--- config.mk ---
export PLATFORM = sky130hd
export DESIGN_NAME = nca_csr
export DESIGN_NICKNAME = d
export VERILOG_FILES = /design/src/sv/nca_pkg.sv /design/src/sv/nca_csr.sv
export SDC_FILE = /design/constraint.sdc
export NUM_CORES = 1
export LEC_CHECK = 0
export BUFFER_PORTS_ARGS = -buffer_cell sky130_fd_sc_hd__buf_4
export CAP_MARGIN = 20
export CORE_MARGIN = 1.5
export CORE_UTILIZATION = 34
export CTS_CLUSTER_DIAMETER = 150
export DETAILED_ROUTE_END_ITERATION = 16
export GPL_TIMING_DRIVEN = 1
export HOLD_SLACK_MARGIN = 0.1
export PLACE_DENSITY = 0.79
export SLEW_MARGIN = 10
export SYNTH_ARGS = -nofsm -noshare
export SYNTH_HDL_FRONTEND = slang
export SYNTH_SLANG_ARGS = --single-unit
--- constraint.sdc ---
create_clock -name clock -period 1.32 [get_ports clock]
set_input_delay 0.264 -clock clock [delete_from_list [all_inputs] [get_ports clock]]
set_output_delay 0.264 -clock clock [all_outputs]
set_load 0.01 [all_outputs]
--- src/sv/nca_pkg.sv ---
// shared constants, payload types and helpers of the nearest center assign block
package nca_pkg;

   localparam int MAX_CENTERS = 64;
   localparam int MAX_DIMS    = 16;
   localparam int COORD_BITS  = 16;

   // field widths of the words on the ports
   localparam int OP_W    = 2;
   localparam int CSLOT_W = 6;
   localparam int DSLOT_W = 4;
   localparam int VALUE_W = 16;
   localparam int LABEL_W = 6;
   localparam int DIST_W  = 48;
   localparam int COST_W  = 64;
   localparam int PNUM_W  = 32;
   localparam int ACT_W   = 7;
   localparam int DIM_W   = 5;

   localparam int IDX_W       = (MAX_CENTERS > 1) ? $clog2(MAX_CENTERS) : 1;
   localparam int CNT_W       = (MAX_DIMS > 1) ? $clog2(MAX_DIMS) : 1;
   localparam int KC_W        = $clog2(MAX_CENTERS + 1);
   localparam int DC_W        = $clog2(MAX_DIMS + 1);
   localparam int STORE_DEPTH = MAX_CENTERS * MAX_DIMS;
   localparam int STORE_AW    = (STORE_DEPTH > 1) ? $clog2(STORE_DEPTH) : 1;

   localparam int EXT_W  = (COORD_BITS > VALUE_W) ? COORD_BITS : VALUE_W;
   localparam int DIFF_W = COORD_BITS + 1;
   localparam int SQ_W   = 2 * DIFF_W;
   localparam int SUM_W  = ((SQ_W > DIST_W) ? SQ_W : DIST_W) + 1;

   localparam logic [DIST_W-1:0] DIST_MAX = '1;

   localparam int CSR_AW = 3;
   localparam int CSR_DW = 32;

   localparam logic [OP_W-1:0] OP_LOAD  = 2'd0;
   localparam logic [OP_W-1:0] OP_POINT = 2'd1;
   localparam logic [OP_W-1:0] OP_CLEAR = 2'd2;

   localparam logic REG_ACTIVE = 1'b0;
   localparam logic REG_DIMS   = 1'b1;

   typedef struct packed {
      logic [OP_W-1:0]           operation;
      logic [CSLOT_W-1:0]        center_slot;
      logic [DSLOT_W-1:0]        coord_slot;
      logic signed [VALUE_W-1:0] coord_value;
   } req_word_type;

   typedef struct packed {
      logic [LABEL_W-1:0] cluster_label;
      logic [DIST_W-1:0]  nearest_dist;
      logic [COST_W-1:0]  running_cost;
      logic [PNUM_W-1:0]  point_number;
      logic               cost_saturated;
   } rsp_word_type;

   typedef struct packed {
      logic [KC_W-1:0] active_centers;
      logic [DC_W-1:0] dimensions;
   } cfg_type;

   // sign-extend the port value, then wrap to the coordinate width
   function automatic logic signed [COORD_BITS-1:0] to_coord(input logic [VALUE_W-1:0] raw);
      logic signed [EXT_W-1:0] ext;
      ext = EXT_W'(signed'(raw));
      return ext[COORD_BITS-1:0];
   endfunction

endpackage

--- src/sv/nca_csr.sv ---
// configuration registers behind the apb-style port, clamped on write
module nca_csr (
   input  logic                      clock,
   input  logic                      reset,
   input  logic                      csr_psel,
   input  logic                      csr_penable,
   input  logic                      csr_pwrite,
   input  logic [nca_pkg::CSR_AW-1:0] csr_paddr,
   input  logic [nca_pkg::CSR_DW-1:0] csr_pwdata,
   output logic [nca_pkg::CSR_DW-1:0] csr_prdata,
   output logic                      csr_pready,
   output nca_pkg::cfg_type          cfg
);
   import nca_pkg::*;

   logic [KC_W-1:0]  act_ff, act_in;
   logic [DC_W-1:0]  dim_ff, dim_in;
   logic [ACT_W-1:0] act_raw;
   logic [DIM_W-1:0] dim_raw;
   logic             wr;
   logic             reg_sel;

   assign wr      = csr_psel && csr_penable && csr_pwrite;
   assign reg_sel = csr_paddr[2];
   assign act_raw = csr_pwdata[ACT_W-1:0];
   assign dim_raw = csr_pwdata[DIM_W-1:0];

   always_comb begin
      act_in = act_ff;
      dim_in = dim_ff;
      if (wr && reg_sel == REG_ACTIVE) begin
         if (act_raw == '0) begin
            act_in = KC_W'(1);
         end else if (int'(act_raw) > MAX_CENTERS) begin
            act_in = KC_W'(MAX_CENTERS);
         end else begin
            act_in = KC_W'(act_raw);
         end
      end
      if (wr && reg_sel == REG_DIMS) begin
         if (dim_raw == '0) begin
            dim_in = DC_W'(1);
         end else if (int'(dim_raw) > MAX_DIMS) begin
            dim_in = DC_W'(MAX_DIMS);
         end else begin
            dim_in = DC_W'(dim_raw);
         end
      end
   end

   always_ff @(posedge clock) begin
      if (reset) begin
         act_ff <= KC_W'(1);
         dim_ff <= DC_W'(1);
      end else begin
         act_ff <= act_in;
         dim_ff <= dim_in;
      end
   end

   assign csr_prdata = (reg_sel == REG_ACTIVE) ? CSR_DW'(act_ff) : CSR_DW'(dim_ff);
   assign csr_pready = 1'b1;

   assign cfg.active_centers = act_ff;
   assign cfg.dimensions     = dim_ff;

endmodule

# Yosys cells after proc, flatten, opt, wreduce, memory -nomap -nowiden
# Index checks and enable logic that the tools add are counted.
[word_totals] register_bits=12 input_bits=40
[classes] magnitude_cmp=2 muxes=5 n_bitwise=1 n_reduce_logical=6
[ops] cell="7-bit 2-to-1 mux" count=3
[ops] cell="5-bit 2-to-1 mux" count=2
[ops] cell="7-bit greater-than comparator (second input constant)" count=1
[ops] cell="7-bit logical NOT" count=1
[ops] cell="5-bit greater-than comparator (second input constant)" count=1
[ops] cell="5-bit logical NOT" count=1
[ops] cell="1-bit logical AND" count=4
[ops] cell="1-bit inverter" count=1

# Depth between registers and ports, before layout
[logic_depth] word_depth=3 ltp_mapped=5

# Least setup slack after synthesis
# No wires, ideal clock.
[synth_timing] kind="in2reg" start="in csr_paddr[2] in the netlist's numbering" end="reg act_ff[0]" t_arrival_ns=0.946 slack_ns=0.248 cell_stages=4 cell_sequence="buf_6 nand4b_1 a21oi_1 o31ai_1"
[synth_between] elab_chain_len=2
[synth_rtl] item="start, declared" line="nca_csr.sv:8" rtl="input logic [nca_pkg::CSR_AW-1:0] csr_paddr,"
[synth_rtl] item="1-bit inverter"
[synth_rtl] item="1-bit logical AND" line="nca_csr.sv:31" rtl="if (wr && reg_sel == REG_ACTIVE) begin"
[synth_rtl] item="end signal, assigned" line="nca_csr.sv:56" rtl="act_ff <= act_in;"
[synth_rtl] item="end, declared" line="nca_csr.sv:16" rtl="logic [KC_W-1:0] act_ff, act_in;"
# Every way passes these cells.
# A chain may end at the register's enable or synchronous reset.

# Final worst setup path
[layout_timing] start="reg dim_ff[1]" end="out csr_prdata[1] in the netlist's numbering"
[layout_between] elab_chain_len=1
[layout_rtl] item="start, declared" line="nca_csr.sv:17" rtl="logic [DC_W-1:0] dim_ff, dim_in;"
[layout_rtl] item="start signal, assigned" line="nca_csr.sv:57" rtl="dim_ff <= dim_in;"
[layout_rtl] item="7-bit 2-to-1 mux" line="nca_csr.sv:61" rtl="assign csr_prdata = (reg_sel == REG_ACTIVE) ? CSR_DW'(act_ff) : CSR_DW'(dim_ff);"
[layout_rtl] item="end, declared" line="nca_csr.sv:10" rtl="output logic [nca_pkg::CSR_DW-1:0] csr_prdata,"
# Every way passes these cells.

==> impl_metrics.yaml <==
synthesis:
  yosysTopAreaCell: "dfxtp_1"
  synthAdderAreaFrac_pct: 0
  synth_most_common_cell: "buf_4"
  mappedNetlistArea_um2: 777.0
  syn_avg_cell_area_um2: 8.633
  synth_top_family_by_area: "buffers and inverters"
  synth-seq-cells: 12
  yosysUniqueCellTypes: 19
  synth_compound_gate_area_share_pct: 9.662
  synthArstFlopShare_pct: 0
  yosysWarnings: 0
  synth_xor_area_share_pct: 0
  muxShareOfSynthArea_pct: 8.535
  synth_area_leaders: "dfxtp_1 31%, buf_4 25%, a21oi_1 7.7%, mux2_2 7.2%, nand2_1 4.8%"
  yosys.area_share.simple_pct: 22.22
  synthesis.instances: 90
  synth_edf_count: 0
  yosysTopAreaCellShare_pct: 30.92
  yosysSeqAreaShare_pct: 30.92
  yosys-top-cells-count: "26 x buf_4, 12 x a21oi_1, 12 x dfxtp_1, 10 x nand2_1"
  synth-main-ff-cell: "dfxtp_1"
setup_path:
  worstPathCellList: "mux2_2 -> buf_4"
  crit_required_ps: 1060
  worst_setup_path_end_kind: "output pin"
  crit_fanout: 3
  cp.arrival_ps: 1010
  path_delay_family: "flip-flops"
  critPathBufInv: 1
  max_stage_delay_ps: 330
  critical_path_class: "register to output pin"
  start_kind: "register"
  cp_slowest_cell: "dfxtp_1"
finish:
  antenna_cells: 0
  area_growth_pct: 24.96
  nets: 163
  layout-drive-gt1-share_pct: 35.25
  fill_cells: 216
  fin_util_pct: 44.32
  multiInputGateArea_um2: 411.6
  seqCellArea_um2: 240.2
clocking:
  tritoncts: "done"
  cts-htree-levels: 1
  root_buffer: "clkbuf_4"
  cts_buffers: 3
  cts_sinks: 12
  post_cts_buffers: 0
  cts_max_path_buffers: 2
  hold_buffers: 0
  clkTransAtPathRegs_ps: 70
  clkLatencyLatePin_ps: 270
  cts_resized: 0
sta:
  setup_viol: 0
  min_period_ps: 1276
  finalCritPeriodShare_pct: 96.69
  drv_slew: 0
  grt_setup_unrepaired: "false"
  finalSetupTns_ps: 0
  max_freq_mhz: 783.5
  fin_worst_skew_ps: 0
  hold_viol_final: 0
power_and_ir_drop:
  p_seq_share_pct: 46.8
  internal-power_w: 0.0005900
  swShare_pct: 25.96
  power_frac_comb_pct: 17.0
  clockPowerShare_pct: 36.2
  total_leakage_power_nw: 0.4641
  vdd_drop_max_mv: 0.3209
  p_per_area_mw_per_mm2: 820.7
  p_switching_w: 0.0002069
global_routing:
  grt_use_met1_pct: 13.27
  grt_pass1_vias: 562
  grt-busiest-layer: "met2"
  grt_util_all_layers_pct: 12.33
  grt_start_max_net_pins: 13
  met3_usage_pct: 2.976
  use_met2_pct: 22.15
  antenna_found_initial: 0
  grt_pass1_wl_mm: 2.387
  overflow: 0
detailed_routing:
  routedWlPerCell_um: 10.21
  viasPerCell: 4.367
  vias: 655
  ant_nets: 0
  drc: 0
  dr.first_iter.drc_count: 8
  wl_mm: 1.532
  dr.pass1.iters: 4
floorplanning:
  die_h_um: 50.81
  fp.dieW_um: 50.81
  core_mm2: 0.002191
  boundaryPins: 85
  die_area_mm2: 0.002581
  row_count: 17
  start_util_pct: 35.47
min_path:
  hp-class: "input port to register"
run_status:
  outcome: "completed"
placed_design:
  gp_congestion: 0.7636
  io_buffers: 31
  hpwl_mm: 1.220
run:
  cap_violations: 0
## power groups by stage
stage	sequential, W	combinational (W)	clock [W]
after global placement	0.000381	0.000133	0
after global routing	0.000374	0.000150	0.000307
final	0.000373	0.000136	0.000288
after detailed placement	0.000381	0.000134	0
after CTS	0.000373	0.000135	0.000294
after floorplan	0.000384	0.000129	0
## through the flow
step           power [W]  setup slack (ps)  hold WS, ps  instance area (µm²)  cells
2_1_floorplan  0.0005124             247.8        361.9                867.1    114
3_3_place_gp   0.0005139             76.64        455.8                934.6    146
3_5_place_dp   0.0005157             65.36        467.0                934.6    146
4_1_cts        0.0008018             43.67        224.9                970.9    150
5_1_grt        0.0008302             14.71        241.0                970.9    150
6_report       0.0007968             43.64        230.1                970.9    150
## cell usage in the layout, fill, tap and decap left out
| cell | instances |
|---|---|
| nand4_4 | 1 |
| clkbuf_4 | 3 |
| and4b_1 | 1 |
| nand3b_1 | 5 |
| mux2i_1 | 1 |
| and2b_1 | 2 |
| or3b_1 | 3 |
| mux2_2 | 5 |
| clkbuf_8 | 1 |
| nor3_1 | 1 |
| a21oi_1 | 12 |
| o31ai_1 | 2 |
| buf_4 | 33 |
| nand2_1 | 10 |
| dfxtp_1 | 12 |
| nand4b_1 | 1 |
| nor2_1 | 3 |
| conb_1 | 26 |
## state kept, by name, summed over array words and instances (netlist names)
signal / count
act_ff: 7
dim_ff: 5
## area by class of cell
class / instances / share of cell area [%]
repair buffers: 33 / 25.52
multi-input cells: 73 / 42.40
flip-flops and latches: 12 / 24.74
clock buffers: 4 / 3.737
well taps: 28 / 3.608
## metal layers
layer | vias to the layer above | share of wire [%]
li1 | 316 | -
met1 | 293 | 40
met2 | 42 | 51
met3 | 4 | 8.3
met4 | 0 | 0.78
met5 | - | 0
## logic make-up after synthesis
family          after synthesis
compound gates               14
buf+inv                      29
flops                        12
mux                           6
other cells                   2
simple gates                 27
## worst paths after layout
path	startpoint	to	slack (ps)	cells after the start
max	dim_ff[1]	csr_prdata[1]	40	2
min reg2reg	act_ff[1]	act_ff[1]	480	2
max reg2reg	act_ff[0]	act_ff[0]	670	2
min	csr_pwdata[4]	dim_ff[0]	230	2
## worst reg2reg max path, stage by stage, from the launching register on
cell     delay (ps)
dfxtp_1         330
a21oi_1         120
o31ai_1          90
(Power assumes the default switching activity.)
